--- src/hw/rtl/bbf_pkg.sv ---
package bbf_pkg;

    localparam int MAX_BLOCKS      = 1024;
    localparam int WORDS_PER_BLOCK = 8;
    localparam int WORD_W          = 32;
    localparam int ROW_W           = WORDS_PER_BLOCK * WORD_W;
    localparam int POS_W           = 5;
    localparam int SALT_SHIFT      = 27;

    // largest log2 whose power of two fits in the store
    localparam int MAX_LOG2 = $clog2(MAX_BLOCKS + 1) - 1;
    localparam int ROWS     = 2 ** MAX_LOG2;
    localparam int BLK_W    = (MAX_LOG2 > 0) ? MAX_LOG2 : 1;

    localparam int          CFG_W     = 4;
    localparam logic [3:0]  CFG_RESET = 4'd10;

    localparam logic OP_INSERT = 1'b0;
    localparam logic OP_QUERY  = 1'b1;

    localparam logic [WORDS_PER_BLOCK-1:0][WORD_W-1:0] SALTS = {
        32'h5c6bfb31, 32'h9efc4947, 32'h2df1424b, 32'h705495c7,
        32'ha2b7289d, 32'h8824ad5b, 32'h44974d91, 32'h47b6137b
    };

    typedef struct packed {
        logic                                  opcode;
        logic [BLK_W-1:0]                      block;
        logic [WORDS_PER_BLOCK-1:0][POS_W-1:0] pos;
    } t_req;

endpackage

--- src/hw/rtl/bbf_front.sv ---
module bbf_front (
    input  logic                        i_clk,
    input  logic                        i_rst_n,
    input  logic                        i_in_valid,
    output logic                        o_in_stall,
    input  logic                        i_opcode,
    input  logic [63:0]                 i_hash_value,
    input  logic                        i_cfg_wr_en,
    input  logic [bbf_pkg::CFG_W-1:0]   i_cfg_wr_data,
    input  logic                        i_clearing,
    input  logic                        i_q_full,
    output logic                        o_q_push,
    output bbf_pkg::t_req               o_q_data
);

    logic [bbf_pkg::CFG_W-1:0]  r_log2;
    logic                       r_valid;
    logic                       n_valid;
    logic                       r_opcode;
    logic [bbf_pkg::BLK_W-1:0]  r_block;
    logic [31:0]                r_key;
    logic [bbf_pkg::CFG_W-1:0]  eff_log2;
    logic [31:0]                blk_mask;
    logic                       accept;
    logic [31:0]                prod [bbf_pkg::WORDS_PER_BLOCK];

    assign o_in_stall = i_clearing || (r_valid && i_q_full);
    assign accept     = i_in_valid && !o_in_stall;
    assign o_q_push   = r_valid && !i_q_full;

    assign eff_log2 = (r_log2 > bbf_pkg::CFG_W'(bbf_pkg::MAX_LOG2)) ?
                      bbf_pkg::CFG_W'(bbf_pkg::MAX_LOG2) : r_log2;
    assign blk_mask = (32'd1 << eff_log2) - 32'd1;

    always_comb begin
        n_valid = r_valid;
        if (accept) begin
            n_valid = 1'b1;
        end else if (o_q_push) begin
            n_valid = 1'b0;
        end
    end

    // one salt multiply per lane, top bits pick the bit in the word
    always_comb begin
        o_q_data.opcode = r_opcode;
        o_q_data.block  = r_block;
        for (int l = 0; l < bbf_pkg::WORDS_PER_BLOCK; l++) begin
            prod[l]        = r_key * bbf_pkg::SALTS[l];
            o_q_data.pos[l] = prod[l][31 -: bbf_pkg::POS_W];
        end
    end

    always_ff @(posedge i_clk) begin
        if (!i_rst_n) begin
            r_log2  <= bbf_pkg::CFG_RESET;
            r_valid <= 1'b0;
        end else begin
            r_valid <= n_valid;
            if (i_cfg_wr_en) begin
                r_log2 <= i_cfg_wr_data;
            end
        end
    end

    always_ff @(posedge i_clk) begin
        if (accept) begin
            r_opcode <= i_opcode;
            r_block  <= bbf_pkg::BLK_W'(i_hash_value[63:32] & blk_mask);
            r_key    <= i_hash_value[31:0];
        end
    end

endmodule

--- config.mk ---
export PLATFORM = sky130hd
export DESIGN_NAME = bbf_front
export DESIGN_NICKNAME = d
export VERILOG_FILES = /design/src/hw/rtl/bbf_pkg.sv /design/src/hw/rtl/bbf_front.sv
export SDC_FILE = /design/constraint.sdc
export NUM_CORES = 2
export LEC_CHECK = 0
export ABC_AREA = 1
export BUFFER_PORTS_ARGS = -buffer_cell sky130_fd_sc_hd__buf_2
export CAP_MARGIN = 15
export CORE_ASPECT_RATIO = 1.5
export CORE_MARGIN = 2
export CORE_UTILIZATION = 55
export CTS_CLUSTER_DIAMETER = 60
export DETAILED_ROUTE_END_ITERATION = 8
export GPL_TIMING_DRIVEN = 0
export PLACE_DENSITY = 0.71
export SETUP_SLACK_MARGIN = 0.3
export SYNTH_ARGS = -nofsm -noshare
export SYNTH_HDL_FRONTEND = slang
export SYNTH_SLANG_ARGS = --single-unit
export TNS_END_PERCENT = 20
--- constraint.sdc ---
create_clock -name i_clk -period 14.21 [get_ports i_clk]
set_input_delay 0.7105 -clock i_clk [delete_from_list [all_inputs] [get_ports i_clk]]
set_output_delay 0.7105 -clock i_clk [all_outputs]
set_load 0.01 [all_outputs]
**Word-level counts from Yosys, hierarchy flattened**

Index checks and enable logic that the tools add are counted.

- Register bits after elaboration: 48
- Input bits: 75
- Output and inout bits: 53
- Word-level logic and storage cells: 27

- Add/subtract/negate cells: 1
- Multipliers: 8
- Order comparisons: 1
- Shift operators: 1
- Multiplexer cells: 3
- Bitwise operators: 1
- Reduce and logical (&&, ||, !) cells: 7

Operator list:

| kind | number |
|---|---|
| $mul 32x31->32 const B | 4 |
| $mul 32x32->32 const B | 3 |
| $mul 32x30->32 const B | 1 |
| $and 10x10->10 | 1 |
| $shl 1x4->10 const A | 1 |
| $sub 10x1->10 const B | 1 |
| $gt 4x4->1 const B | 1 |
| $mux 4 | 1 |
| $logic_and 1x1->1 | 3 |
| $logic_not 1->1 | 2 |
| $mux 1 | 2 |
| $reduce_bool 2->1 | 1 |
| $logic_or 1x1->1 | 1 |

**Logic depth before layout (Yosys ltp)**

- Depth after elaboration: 5
- Depth in mapped cells: 29
- Depth with buffers taken out: 28

**Least setup slack after synthesis**

Ideal clock, no wire load.

- Path type: register -> output
- Start: reg r_key[8]
- End: out o_q_data[34] (netlist name)
- Arrival: 6.797 ns
- Required time: 13.499 ns
- Path slack: 6.702 ns
- Cell stages (with the launch flop): 26
- Path buffers: 1
- Cell sequence: edfxtp_1 inv_1 fa_1 inv_1 fa_1 inv_1 fa_1 inv_1 fa_1 inv_1 fa_1 fa_1 fa_1 fa_1 inv_1 ha_1 nand2_1 nor3_1 nand2_1 nor4_1 nand2_1 nand2_1 inv_1 nand2_1 nand2_1 buf_4

RTL lines:

| what | line | text |
|---|---|---|
| start: declaration | bbf_front.sv:21 | `logic [31:0] r_key;` |
| start signal: assignment | bbf_front.sv:70 | `r_key <= i_hash_value[31:0];` |
| end: declaration | bbf_front.sv:13 | `output bbf_pkg::t_req o_q_data` |

==> metrics.md <==
| Metric | Value |
|---|---|
| Die W | 268 microns |
| Worst Setup Start Kind | register |
| Met1 Use GR | 0.490 |
| Yosys Warn Count | 0 |
| Antenna-violating nets left | 0 |
| Global Route Usage Sum | 0.456 |
| Final setup fails | 0 |
| Via/cell ratio | 5.79 |
| Synth Register Bits | 48 |
| Die area | 108000 sq um |
| H-tree levels | 2 |
| # clock sinks | 48 |
| Fin. max-slew vios | 0 |
| Root Buffer | clkbuf_16 |
| Yosys top cell area share | 0.441 |
| Hold buffers post-CTS | 0 |
| Actual slew at the worst max-slew pin | 1.37 ns |
| Fraction of layout cells with a size suffix above 1 | 0.0446 |
| Die H | 401 microns |
| Post-synthesis mux area share | 0 |
| Clock transition at path regs | 0.07 ns |
| Critical setup path kind | register to primary output |
| CTS tree | built |
| Initial DRT Pass Iterations | 9 |
| Number of global-route vias before repair | 48135 |
| Site row count | 145 |
| Final Hold Vio Count | 0 |
| Syn avg cell area | 9.24 sq um |
| Crit path DAT | 9.82 ns |
| Gp weighted congestion | 1.16 |
| Nets | 8928 |
| Number of remaining DRC errors | 0 |
| Worst path required time | 13.50 ns |
| Crit path max fanout | 9 |
| Port Buf Inserts | 105 |
| Sequential area share after synthesis | 0.0241 |
| FMAX | 95.0 MHz |
| Xor/xnor share of the synthesized area | 0.0251 |
| Unrepaired setup endpoints after global routing | false |
| Worst relative slew slack | 0.0840 |
| Setup_tns | 0 ns |
| Initial Utilization | 0.554 |
| Adder-cell share of the synthesized area | 0.690 |
| Post-synth top cells | inv_1 (1958), fa_1 (1271), ha_1 (1146) |
| P&R area growth vs syn | 8.02% |
| Net count after synthesis | 8732 |
| Fill cell count | 9267 |
| Mean routed wirelength per cell | 30.3 microns |
| Worst Setup End Kind | primary output |
| Simple-gate area share of the yosys netlist | 0.0871 |
| Most used routing layer | met2 |
| Post-synth cell types | 43 |
| Setup bufs post-CTS | 0 |
| Final wirelength | 238000 microns |
| Synth top area cells | fa_1 (44%), ha_1 (25%), inv_1 (13%), nand2_1 (4.8%), edfxtp_1 (2.2%) |
| Most used flip-flop cell after synthesis | edfxtp_1 |
| Most frequent cell after synthesis | inv_1 |
| Yosys top cell by area | fa_1 |
| Count of flip-flops with a built-in enable after synthesis | 43 |
| First-pass GRT wire length | 335000 microns |
| Crit share post-route | 0.741 |
| Min-delay worst type | register to register |
| Main combinational cell family by area after synthesis | adder cells |
| Syn Inst Count | 6240 |
| Initial antenna violation count | 19 |
| Max Cap Violations | 0 |
| Post-CTS sizing | 0 |
| CORE AREA | 104000 sq um |
| Inserted Clock Buffers | 5 |
| CTS Buffer Depth | 2 |
| Minimum clock period | 10.53 ns |
| Post-synth ARST share | 0 |
| Met2 GRT Util | 0.688 |
| # IOs | 128 |
| DP Wirelength | 206000 microns |
| Compound-Gate Fraction of Synth Area | 0.0403 |
| Initial DRC Count | 3992 |
| Status | finished clean |
| Global Route met3 Usage | 0.146 |
| Vias after detailed routing | 45459 |
| Clock Latency Late Sink | 0.30 ns |
| Post-route clock skew | 0.00747 ns |
| Largest net degree at the start of global routing | 36 |
| Area of the mapped netlist | 57700 sq um |
| Congestion Overflow GR | 0 |
[worst max-delay path, stage by stage (launching register included)]
cell and delay (ns):
edfxtp_1 0.75, buf_16 0.32, buf_16 0.17, inv_1 0.61, fa_1 0.54, inv_1 0.89, fa_1 0.59, inv_1 0.09
fa_1 0.41, inv_1 0.16, fa_1 0.49, fa_1 0.56, fa_1 0.52, fa_1 0.57, inv_1 0.07, fa_1 0.52
inv_1 0.05, ha_1 0.35, a21oi_1 0.25, nor2_1 0.06, nor2_1 0.09, nor2_1 0.04, nor3_1 0.17, nand3_1 0.41
nand3b_1 0.32, nand2_1 0.18, buf_4 0.14, buf_2 0.12
[cell type report]
cell class,instances,area (sq um),area share
Antenna cell,15,37.5,0.000603
Buffer,46,343,0.00550
Clock buffer,6,139,0.00223
Clock inverter,2,17.5,0.000281
Inverter,1960,7360,0.118
Multi-Input combinational cell,4186,48600,0.780
Sequential cell,48,1390,0.0223
Tap cell,1396,1750,0.0280
Timing Repair Buffer,189,2650,0.0425
[state kept, by name, indices dropped and copies added (netlist names)]
signal and count:
r_opcode 1, r_log2 4, r_valid 1, r_block 10, r_key 32
[kinds of logic after synthesis]
kind of cell,Yosys count
adders and majority gates,2417
xor gates and xnor gates,165
and+or+nand+nor,1190
buffers and inverters,2006
DFF,48
AOI/OAI and AO/OA,414
[metrics by stage]
step | instance area, sq um | worst slack (ns) | hold WS, ns | instances | util
global route | 62300 | 3.65 | 0.564 | 7834 | 0.598
global placement | 59900 | 2.38 | 0.533 | 7741 | 0.576
CTS | 62200 | 4.12 | 0.550 | 7830 | 0.597
detailed placement | 62000 | 4.51 | 0.539 | 7822 | 0.596
floorplan | 57700 | 6.70 | 0.493 | 6240 | -
finish | 62300 | 3.68 | 0.558 | 7848 | 0.598
[final timing paths]
check                                     to  slack [ns]      start  depth (start not counted)
worst max-delay path            o_q_data[29]        3.68   r_key[7]                         27
worst min-delay path               r_log2[0]        0.56  r_log2[0]                          2
worst max register to register    r_block[4]       12.45  r_log2[3]                          8
worst min register to register     r_log2[0]        0.56  r_log2[0]                          2
[layer usage]
metal  vias to the layer above  part of all wire
met5                         -           0.00054
met3                      1147              0.11
met1                     22320              0.32
met4                        22              0.14
li1                      19226                 -
met2                      2744              0.43
[layout by cell type, fill, tap and decap left out, types with 78 or more instances in the layout]
master / instances
a21oi_1: 214
buf_2: 106
fa_1: 1271
ha_1: 1135
inv_1: 1958
nand2_1: 734
nand3_1: 132
nor2_1: 170
o21ai_0: 109
xnor2_1: 78
xor2_1: 87
Power is left out: the tool's default activity adds up to more than one toggle a clock period on the data nets, which glitch-free logic cannot reach.
