**config.mk**
```make
export PLATFORM = sky130hd
export DESIGN_NAME = bbf_queue
export DESIGN_NICKNAME = d
export VERILOG_FILES = /design/src/hw/rtl/bbf_pkg.sv /design/src/hw/rtl/bbf_queue.sv
export SDC_FILE = /design/constraint.sdc
export NUM_CORES = 1
export LEC_CHECK = 0
export ABC_CLOCK_PERIOD_IN_PS = 5000
export BUFFER_PORTS_ARGS = -buffer_cell sky130_fd_sc_hd__buf_2
export CAP_MARGIN = 5
export CELL_PAD_IN_SITES_DETAIL_PLACEMENT = 1
export CELL_PAD_IN_SITES_GLOBAL_PLACEMENT = 1
export CORE_UTILIZATION = 43
export CTS_CLUSTER_DIAMETER = 200
export DETAILED_ROUTE_END_ITERATION = 7
export PLACE_DENSITY = 0.76
export SYNTH_ARGS = -nofsm -noshare
export SYNTH_HDL_FRONTEND = slang
export SYNTH_SLANG_ARGS = --single-unit
```
**constraint.sdc**
```tcl
create_clock -name i_clk -period 5 [get_ports i_clk]
set_input_delay 1 -clock i_clk [delete_from_list [all_inputs] [get_ports i_clk]]
set_output_delay 1 -clock i_clk [all_outputs]
set_load 0.01 [all_outputs]
```
**src/hw/rtl/bbf_pkg.sv**
```systemverilog
package bbf_pkg;

    localparam int MAX_BLOCKS      = 1024;
    localparam int WORDS_PER_BLOCK = 8;
    localparam int WORD_W          = 32;
    localparam int ROW_W           = WORDS_PER_BLOCK * WORD_W;
    localparam int POS_W           = 5;
    localparam int SALT_SHIFT      = 27;

    // largest log2 whose power of two fits in the store
    localparam int MAX_LOG2 = $clog2(MAX_BLOCKS + 1) - 1;
    localparam int ROWS     = 2 ** MAX_LOG2;
    localparam int BLK_W    = (MAX_LOG2 > 0) ? MAX_LOG2 : 1;

    localparam int          CFG_W     = 4;
    localparam logic [3:0]  CFG_RESET = 4'd10;

    localparam logic OP_INSERT = 1'b0;
    localparam logic OP_QUERY  = 1'b1;

    localparam logic [WORDS_PER_BLOCK-1:0][WORD_W-1:0] SALTS = {
        32'h5c6bfb31, 32'h9efc4947, 32'h2df1424b, 32'h705495c7,
        32'ha2b7289d, 32'h8824ad5b, 32'h44974d91, 32'h47b6137b
    };

    typedef struct packed {
        logic                                  opcode;
        logic [BLK_W-1:0]                      block;
        logic [WORDS_PER_BLOCK-1:0][POS_W-1:0] pos;
    } t_req;

endpackage

```
**src/hw/rtl/bbf_queue.sv**
```systemverilog
module bbf_queue (
    input  logic            i_clk,
    input  logic            i_rst_n,
    input  logic            i_push,
    input  bbf_pkg::t_req   i_data,
    output logic            o_full,
    input  logic            i_pop,
    output logic            o_empty,
    output bbf_pkg::t_req   o_data
);

    bbf_pkg::t_req  r_entry [2];
    logic           r_wptr;
    logic           r_rptr;
    logic [1:0]     r_count;
    logic [1:0]     n_count;

    assign o_full  = (r_count == 2'd2);
    assign o_empty = (r_count == 2'd0);
    assign o_data  = r_entry[r_rptr];

    always_comb begin
        n_count = r_count;
        if (i_push && !i_pop) begin
            n_count = r_count + 2'd1;
        end else if (i_pop && !i_push) begin
            n_count = r_count - 2'd1;
        end
    end

    always_ff @(posedge i_clk) begin
        if (!i_rst_n) begin
            r_wptr  <= 1'b0;
            r_rptr  <= 1'b0;
            r_count <= 2'd0;
        end else begin
            r_count <= n_count;
            if (i_push) begin
                r_wptr <= ~r_wptr;
            end
            if (i_pop) begin
                r_rptr <= ~r_rptr;
            end
        end
    end

    always_ff @(posedge i_clk) begin
        if (i_push) begin
            r_entry[r_wptr] <= i_data;
        end
    end

endmodule

```
* Word-level counts from Yosys, hierarchy flattened
Memories as Yosys holds them, arrays and structs flattened. A register that Yosys moved wholly into a read port is not among the register bits. Cells that the tools add are included.
Cells by class: eq/ne operators 1, mux-type cells 6, add/sub/neg operators 2, bitwise logic cells 2, reduce and logical (&&, ||, !) cells 6, div/mod/pow operators 0, shifts and indexed selects 0, $mul 0, order comparisons 0
Operators by type and width (count):
- $mux W1 | 4
- $mux W2 | 2
- $add A2 B1 Y2 const B | 1
- $eq A2 B2 Y1 const B | 1
- $logic_and A1 B1 Y1 | 2
- $logic_not A1 Y1 | 2
- $logic_not A2 Y1 | 1
- $not A1 Y1 | 2
- $reduce_bool A2 Y1 | 1
- $sub A2 B1 Y2 const B | 1
Storage, ports and cells: input bits 55, bits in writable memories 102, memory bits (read-only) 0, memories 1, bits in latches 0, logic and storage cells 21, register bits after elaboration 4, output and inout port bits 53
Memory list:
- r_entry | words 2, width 51, read ports 1, clocked after Yosys merged registers in 1, write ports 1, RTL line bbf_queue.sv:12 | bbf_pkg::t_req r_entry [2];

* Logic depth before layout (Yosys ltp)
Gate-level depths: netlist (run 1).
depth after elaboration 4, mapped depth 5, mapped depth without buffers 5

* Least setup slack after synthesis (run 1)
No wires, ideal clock.
path kind input to register, start input port i_push, end memory r_entry[0][0] (netlist bit) (enable), stages 1, library setup time 467 ps, data arrival time 3290 ps, buffers on the path 0, setup slack 1243 ps, required time 4533 ps, cell sequence nor2b_1
Between the ends: word-level cells in the longest chain between the ends 2
Ends and longest elaborated chain:
- start: declaration | RTL line bbf_queue.sv:4 | input logic i_push,
- $mux W1 | RTL line bbf_queue.sv:48 | if (i_push) begin
- $mux W1 (implied by the code) | RTL line bbf_queue.sv:49 | r_entry[r_wptr] <= i_data;
- end: declaration | RTL line bbf_queue.sv:12
No other way between the ends.

==> flow_summary.ini, run 1 <==
[synthesis]
synth_common_cells = 102 x edfxtp_1, 51 x mux2_2, 5 x dfxtp_1, 4 x and2_1
mappedNetlistArea_um2 = 3890
netlist.area_leader.share_pct = 78.7
yosysMostFrequentCell = edfxtp_1
synth_edf_count = 102
postSynthAreaPerCell_um2 = 21.5
ys_ff_latch = 107
yosysTopAreaCell = edfxtp_1
yosys_warnings = 0
synth_top_flop_cell = edfxtp_1
yosys-top-cells-area = edfxtp_1 79%, mux2_2 15%, dfxtp_1 2.6%
async_flop_share_pct = 0
syn-instance-count = 181
syn_nets = 237
yosysSeqAreaShare_pct = 81.2
ys_types = 17

[timing]
clock_skew_ns = 0.00799
maxSlewHeadroom_pct = 35.7
period_share_pct = 60.1
rsz0062_at_grt = no
timing.final.hold_violations = 0
finalCriticalPeriod_ns = 3.01
setup_violations = 0
whs_ns = 0.513
setup_tns_ns = 0
max_freq_mhz = 333
max_slew.worst_pin.slew_ns = 0.962
slew_violations = 0

[global_routing]
grt_overflow = 0
grt_max_degree = 38
use_met2_pct = 26.1
grtUsageTotal_pct = 15.1
antenna_found_initial = 1
grt_pass1_vias = 2160
met1_usage_pct = 18.2
grt.busiest_layer = met2
grt_pass1_wl_um = 10800
grtUsageMet3_pct = 3.17

[critical_path]
cp.required_ns = 4.00
end_kind = primary output
crit_type = reg2out
start_kind = flip-flop
crit_arrival_ns = 2.01
critPathMaxFanout = 37

[clock_tree]
cts_tree = done
cts_resized = 0
root_buffer = clkbuf_8
path_clk_slew_ns = 0.09
post_cts_buffers = 0
clk_latency_ns = 0.35
clock_sinks = 107
clockBufferDepth = 2
h-tree-depth = 3
cts_buffers = 9
hold_buffers = 0

[power]
swShare_pct = 23.2
power_leakage_nw = 1.77
power.density_nw_per_um2 = 361
seqPwrFrac_pct = 61.5
p_clk_share_pct = 27.1
peakVddDrop_mv = 0.147
switchingPower_uw = 397
p_int_mw = 1.31
combPwrFrac_pct = 11.5

[routing]
dr.pass1.iters = 4
drc = 0
via_per_inst = 4.90
post_drt_wl_per_cell_um = 16.8
detail_route.wirelength_um = 6900
drt_iter0_markers = 57
num_vias = 2007
ant_nets = 0

[floorplanning]
rows = 34
chipHeight_um = 97.2
initial_core_util_pct = 44.4
core_um2 = 8760
io-pin-count = 108
die_w_um = 97.2
design.die.area_um2 = 9440

[cells_and_area]
fin_nets = 352
drive_gt1_share_pct = 59.5
fin_cells = 410
layout.area.seq_um2 = 3160
fill_cells = 844
multiInputGateArea_um2 = 698
syn2layout_area_growth_pct = 21.5

[place]
hpwl_um = 4520
port_buffers = 107
gp_congestion = 0.692
dp.cells = 393

[outcome]
status = finished, final reports clean

[run]
maxCapViolCount = 0

[hold_path]
min_path_type = reg2reg
[cell type report]
cell class | count | share of cell area [%]
flip-flops and latches | 107 | 66.9
diodes | 1 | 0.0529
clock buffers | 10 | 2.70
multi-input cells | 67 | 14.8
well taps | 108 | 2.86
inverters | 1 | 0.0793
clock inverters | 6 | 0.873
repair buffers | 110 | 11.8
[stage by stage]
stage	power (mW)	area [µm²]	setup WS, ns	utilization (%)
after detailed placement	1.27	4560	2.25	52.0
after global routing	1.78	4730	1.83	54.0
final	1.71	4730	1.99	54.0
after global placement	1.26	4560	2.28	52.0
after CTS	1.73	4730	1.93	54.0
after floorplan	1.18	3890	1.24	-
[routing by layer]
layer / up-vias / part of all wire, %
met5: - / 0
met4: 0 / 1.3
met3: 11 / 4.4
met2: 63 / 52
met1: 998 / 43
li1: 935 / -
[flip-flops by register name, summed over array words and instances, names as in the netlist, named ones only]
name,flops
r_rptr,1
r_count,2
r_entry,102
r_wptr,1
[cell usage in the layout, fill, tap and decap left out, drive strengths merged]
master / instances
buf: 110
edfxtp: 102
mux2: 51
clkbuf: 10
dfxtp: 5
and2: 4
clkinv: 3
xor2: 2
clkinvlp: 2
inv: 2
nor2b: 2
diode: 1
nor2: 1
and2b: 1
xnor2: 1
o21a: 1
o21ai: 1
or3: 1
a21boi: 1
ha: 1
[power by group through the flow]
| stage | combinational, mW | sequential (mW) | clock, mW |
|---|---|---|---|
| 2_1_floorplan | 0.119 | 1.06 | 0 |
| 3_3_place_gp | 0.195 | 1.07 | 0 |
| 3_5_place_dp | 0.199 | 1.07 | 0 |
| 4_1_cts | 0.200 | 1.05 | 0.477 |
| 5_1_grt | 0.213 | 1.06 | 0.506 |
| 6_report | 0.196 | 1.05 | 0.463 |
[final timing paths]
check                           slack (ns)  depth (start not counted)                     from                  endpoint
worst min register to register        0.51                          2  r_count[1]$_SDFFE_PN0P_   r_count[1]$_SDFFE_PN0P_
worst max-delay path                  1.99                          3                flip-flop                o_data[50]
worst min-delay path                  0.51                          2  r_count[1]$_SDFFE_PN0P_   r_count[1]$_SDFFE_PN0P_
worst max register to register        3.13                          2      r_wptr$_SDFFE_PN0P_  r_entry[0][46]$_DFFE_PP_
[kinds of logic (layout without fill, tap and decap cells)]
family,Yosys count,after routing,share of synthesized area (%)
XOR/XNOR,3,3,0.675
multiplexers,51,51,14.7
adder cells (fa/ha/maj),1,1,0.321
AND/OR/NAND/NOR,9,9,1.45
buffers and inverters,7,127,1.06
AO/OA/AOI/OAI,3,3,0.514
flip-flops,107,107,81.2
other,0,1,0
[worst max-delay path, stage by stage, from the launching register on]
cell and delay (ns):
dfxtp_2 0.57, buf_4 0.50, mux2_2 0.41, buf_2 0.14
Note: power is estimated with default switching activity, not from simulation.
==> run 2: changes to the inputs <==
ABC_CLOCK_PERIOD_IN_PS = 2440   (was 5000)
CORE_UTILIZATION = 39   (was 43)
PLACE_DENSITY = 0.73   (was 0.76)
clock period = 2.44 ns   (was 5 ns; I/O delays follow)
==> flow_summary.ini, run 2 (same netlist as run 1, synthesis figures left out) <==
[outcome]
status = finished, final reports clean

[floorplanning]
design.die.area_um2 = 10400
io-pin-count = 108
core_um2 = 9730
initial_core_util_pct = 40.0
chipHeight_um = 102
rows = 36
die_w_um = 102

[global_routing]
antenna_found_initial = 0
grt_overflow = 0
grt_pass1_wl_um = 10500
grtUsageTotal_pct = 14.1
grt_max_degree = 35
grt_pass1_vias = 2141

[place]
dp.cells = 421
place_ws_ns = 0.746
gp_congestion = 0.643
port_buffers = 107
hpwl_um = 4830

[clock_tree]
clk_latency_ns = 0.36
cts_resized = 0
clock_sinks = 107
root_buffer = clkbuf_8
post_cts_buffers = 0
cts_buffers = 9
cts_tree = done
h-tree-depth = 3
clockBufferDepth = 2
hold_buffers = 0
path_clk_slew_ns = 0.09

[timing]
setup_tns_ns = 0
rsz0062_at_grt = no
timing.final.hold_violations = 0
setup_violations = 0
max_slew.worst_pin.slew_ns = 0.468
finalCriticalPeriod_ns = 2.06
maxSlewHeadroom_pct = 68.8
setup_slack_ns = 0.385
max_freq_mhz = 487
clock_skew_ns = 0.00718
slew_violations = 0
period_share_pct = 84.2

[cells_and_area]
largest_reg_flops = 102
layout_common_cells = 107 x buf_2, 102 x edfxtp_1, 51 x mux2_2
top_regs = r_entry x102, r_count x2
multiInputGateArea_um2 = 698
mostFrequentLayoutCell = buf_2
largest_register = r_entry
fin_cells = 437
syn2layout_area_growth_pct = 24.0
diodes = 0
layout.area.seq_um2 = 3160
fill_cells = 972
drive_gt1_share_pct = 60.2
fin_nets = 355

[critical_path]
crit_chain = buf_4 -> mux2_2 -> buf_2
slowest_stage = mux2_2
critPathTopFamily = buffers and inverters
cpPeakStageDelay_ns = 0.40
crit_arrival_ns = 1.57
crit_buf_inv = 2
crit_type = reg2out
start_kind = flip-flop
end_kind = primary output
critPathMaxFanout = 25
cp.required_ns = 1.95

[routing]
detail_route.wirelength_um = 7150
dr.pass1.iters = 4
num_vias = 2014
ant_nets = 0
drt_iter0_markers = 83
drc = 0
via_per_inst = 4.61
post_drt_wl_per_cell_um = 16.4

[power]
power.density_nw_per_um2 = 756
power_leakage_nw = 1.81
peakVddDrop_mv = 0.334

[hold_path]
min_path_type = in2reg

[run]
maxCapViolCount = 0
[run 2: final cells by class]
cell class                 count  share of cell area, %
sequential                   107                   65.5
multi-input combinational     67                   14.5
timing repair buffer         113                   12.3
tap                          133                   3.45
clock buffer                  11                   3.14
clock inverter                 5                   1.06
inverter                       1                 0.0777
[run 2: metal layers]
metal	track usage, %	wire (µm)	vias up
met5	0	0	-
met4	7.58	124	0
met3	3.97	458	9
met2	24.5	3710	70
met1	15.7	2860	998
li1	-	-	937
[run 2: worst register-to-register path, stage by stage (launching register included)]
cell,delay [ns]
dfxtp_1,0.39
and2_2,0.39
buf_4,0.31
[run 2: where the power goes]
group          switching [mW]  internal [mW]  total [mW]
Combinational           0.216          0.205       0.421
Sequential             0.0263           2.12        2.14
Clock                   0.562          0.524        1.09
[run 2: stage by stage]
step / util (%) / power (mW) / hold WS [ns] / cell area, µm²
after CTS: 49.6 / 3.71 / 0.291 / 4830
after global placement: 47.5 / 2.60 / 0.483 / 4630
after global routing: 49.6 / 3.80 / 0.290 / 4830
after floorplan: - / 2.42 / 0.466 / 3900
after detailed placement: 47.5 / 2.62 / 0.515 / 4630
final: 49.6 / 3.65 / 0.317 / 4830
[run 2: path summary, 6_finish.rpt]
check                           cells past startpoint                        to               startpoint  slack [ns]
worst max register to register                      2  r_entry[1][11]$_DFFE_PP_      r_wptr$_SDFFE_PN0P_        1.05
worst min-delay path                                1  r_entry[1][22]$_DFFE_PP_               i_data[22]        0.32
worst max-delay path                                3                o_data[29]                flip-flop        0.38
worst min register to register                      2   r_count[1]$_SDFFE_PN0P_  r_count[1]$_SDFFE_PN0P_        0.52
==> run 3: changes to the inputs <==
ABC_AREA = 1   (was not set)
ABC_CLOCK_PERIOD_IN_PS = 1700   (was 2440)
CORE_UTILIZATION = 40   (was 39)
clock period = 1.7 ns   (was 2.44 ns; I/O delays follow)
==> flow_summary.ini, run 3 <==
[power]
switchingPower_mw = 1.18
p_clk_share_pct = 31.2
total_power_mw = 5.66
p_int_mw = 4.48
combPwrFrac_pct = 14.2
power.density_nw_per_um2 = 1040
peakVddDrop_mv = 0.557
seqPwrFrac_pct = 54.5
power_leakage_nw = 2.18
swShare_pct = 20.9

[global_routing]
grt_pass1_wl_um = 11600
grtUsageTotal_pct = 14.3
antenna_found_initial = 0
grt_max_degree = 28
grt_pass1_vias = 2263
grt_overflow = 0

[timing]
clock_skew_ns = 0.00688
timing.final.hold_violations = 0
max_freq_mhz = 560
setup_slack_ns = -0.0856
finalCriticalPeriod_ns = 1.79
rsz0062_at_grt = yes
setup_violations = 51
period_share_pct = 105
maxSlewHeadroom_pct = 77.5
slew_violations = 0
max_slew.worst_pin.slew_ns = 0.337
setup_tns_ns = -3.11

[cells_and_area]
top_regs = r_entry x102, r_count x2
fin_nets = 370
mostFrequentLayoutCell = edfxtp_1
finish.instance_area_um2 = 5450
drive_gt1_share_pct = 57.5
layout_common_cells = 102 x edfxtp_1, 57 x buf_2, 51 x mux2_4
largest_register = r_entry
diodes = 0
syn2layout_area_growth_pct = 31.0
largest_reg_flops = 102
fill_cells = 903
fin_util_pct = 55.0

[critical_path]
start_kind = flip-flop
rrSetupSlack_ns = 0.42
reg2reg_depth = 3
end_kind = primary output
rr_endpoint = r_entry[1][40]$_DFFE_PP_
crit_arrival_ns = 1.45
regToRegStartpoint = r_wptr$_SDFFE_PN0P_
crit_type = reg2out
critPathMaxFanout = 18
cp.required_ns = 1.36

[synthesis]
yosys-top-cells-area = edfxtp_1 74%, mux2_4 18%, buf_12 2.4%
synth_xor_area_share_pct = 0
yosysSeqAreaShare_pct = 76.0
ys_types = 14
yosysMostFrequentCell = edfxtp_1
syn-instance-count = 194
synth_top_flop_cell = edfxtp_1
yosys.area_share.simple_pct = 1.80
synth_top_family_by_area = multiplexers
synthMuxAreaShare_pct = 18.3
syn_nets = 250
ys_ff_latch = 107
yosys_warnings = 0
async_flop_share_pct = 0
netlist.area_leader.share_pct = 73.6
yosysTopAreaCell = edfxtp_1
synth_edf_count = 102
synth_common_cells = 102 x edfxtp_1, 50 x mux2_4, 9 x nor2_1, 8 x inv_1, 8 x nand2_1
postSynthAreaPerCell_um2 = 21.5
synth_compound_gate_area_share_pct = 0.240
synthAdderAreaFrac_pct = 0.300
mappedNetlistArea_um2 = 4160

[routing]
drt_iter0_markers = 41
maxUsedRoutingLayer = met4
ant_nets = 0
post_drt_wl_per_cell_um = 16.4
dr_wl_met2_um = 3840
wl_met3_um = 310
drc = 0
wl_met1_um = 3110
dr.pass1.iters = 4
via_per_inst = 4.58
num_vias = 2066
detail_route.wirelength_um = 7380

[floorplanning]
core_um2 = 9910
rows = 36
design.die.area_um2 = 10800
initial_core_util_pct = 42.0
io-pin-count = 108
die_w_um = 104
chipHeight_um = 104

[place]
place_ws_ns = 0.228
hpwl_um = 4790
place_area_um2 = 4870
gp_congestion = 0.674
port_buffers = 107

[hold_path]
min_path_type = in2reg
min-delay-start = i_data[43]
holdPathEnd = r_entry[1][43]$_DFFE_PP_
holdPathStages = 1

[clock_tree]
post_cts_buffers = 0
cts_buffers = 9
h-tree-depth = 3
hold_buffers = 0
path_clk_slew_ns = 0.09
cts_tree = done
root_buffer = clkbuf_8
clk_latency_ns = 0.36
clock_sinks = 107
clockBufferDepth = 2

[outcome]
status = finished, violations left
violations = setup timing

[run]
maxCapViolCount = 0
[run 3: cell types whose count changed in the layout (fill, tap and decap cells not counted), sizes merged, moves of 2 or more]
cell,before,now
and2,4,0
buf,113,115
bufinv,1,3
clkinv,3,1
inv,1,7
nand2,0,8
nor2,1,9
nor2b,2,0
xor2,2,0
[run 3: metal layers]
metal  vias to the layer above  track usage, %
met5                         -               0
met4                         0            6.73
met3                         9            3.45
met2                        69            25.0
met1                      1014            16.6
li1                        974               -
[run 3: cell type report]
cell class	count	area (µm²)	area share (%)
Clock buffer	10	128	2.34
Tap cell	133	166	3.05
Timing Repair Buffer	115	986	18.1
Inverter	8	33.8	0.619
Sequential cell	107	3170	58.1
Multi-Input combinational cell	73	871	16.0
Clock inverter	5	103	1.88
[run 3: logic make-up (layout without fill, tap and decap cells)]
| family | after synthesis | count (layout) |
|---|---|---|
| muxes | 51 | 51 |
| AOI/OAI and AO/OA | 2 | 2 |
| DFF | 107 | 107 |
| and+or+nand+nor | 19 | 19 |
| buffers and inverters | 14 | 138 |
| adders and majority gates | 1 | 1 |
[run 3: worst max-delay path: stages (launching register included)]
cell and delay [ns]:
dfxtp_4 0.42, buf_16 0.20, mux2_4 0.33, buf_6 0.13
[run 3: worst max-delay path by stage]
stage | depth (start not counted) | endpoint | from | slack, ns
6_report | 3 | o_data[41] | flip-flop | -0.09
5_1_grt | 3 | o_data[41] | flip-flop | -0.15
4_1_cts | 3 | o_data[43] | flip-flop | -0.13
3_5_place_dp | 3 | o_data[41] | flip-flop | 0.23
3_3_place_gp | 3 | o_data[41] | flip-flop | 0.23
2_1_floorplan | 2 | r_entry[1][0]$_DFFE_PP_ | i_push | 0.13
[run 3: power groups by stage]
stage	combinational, mW	clock [mW]	sequential (mW)
6_report	0.804	1.77	3.09
5_1_grt	0.859	1.93	3.10
4_1_cts	0.814	1.84	3.09
3_5_place_dp	0.654	0	3.15
3_3_place_gp	0.640	0	3.14
2_1_floorplan	0.416	0	3.13
[run 3: timing repair]
item | 4_1_cts | 5_1_grt
endpoints found under the setup margin | 51 | 51
gates cloned | 1 | 0
resized for setup | 52 | 1
[run 3: stage by stage]
stage          instances  hold slack (ns)
3_3_place_gp         435            0.479
6_report             451            0.166
4_1_cts              451            0.140
5_1_grt              451            0.138
2_1_floorplan        194            0.439
3_5_place_dp         435            0.493
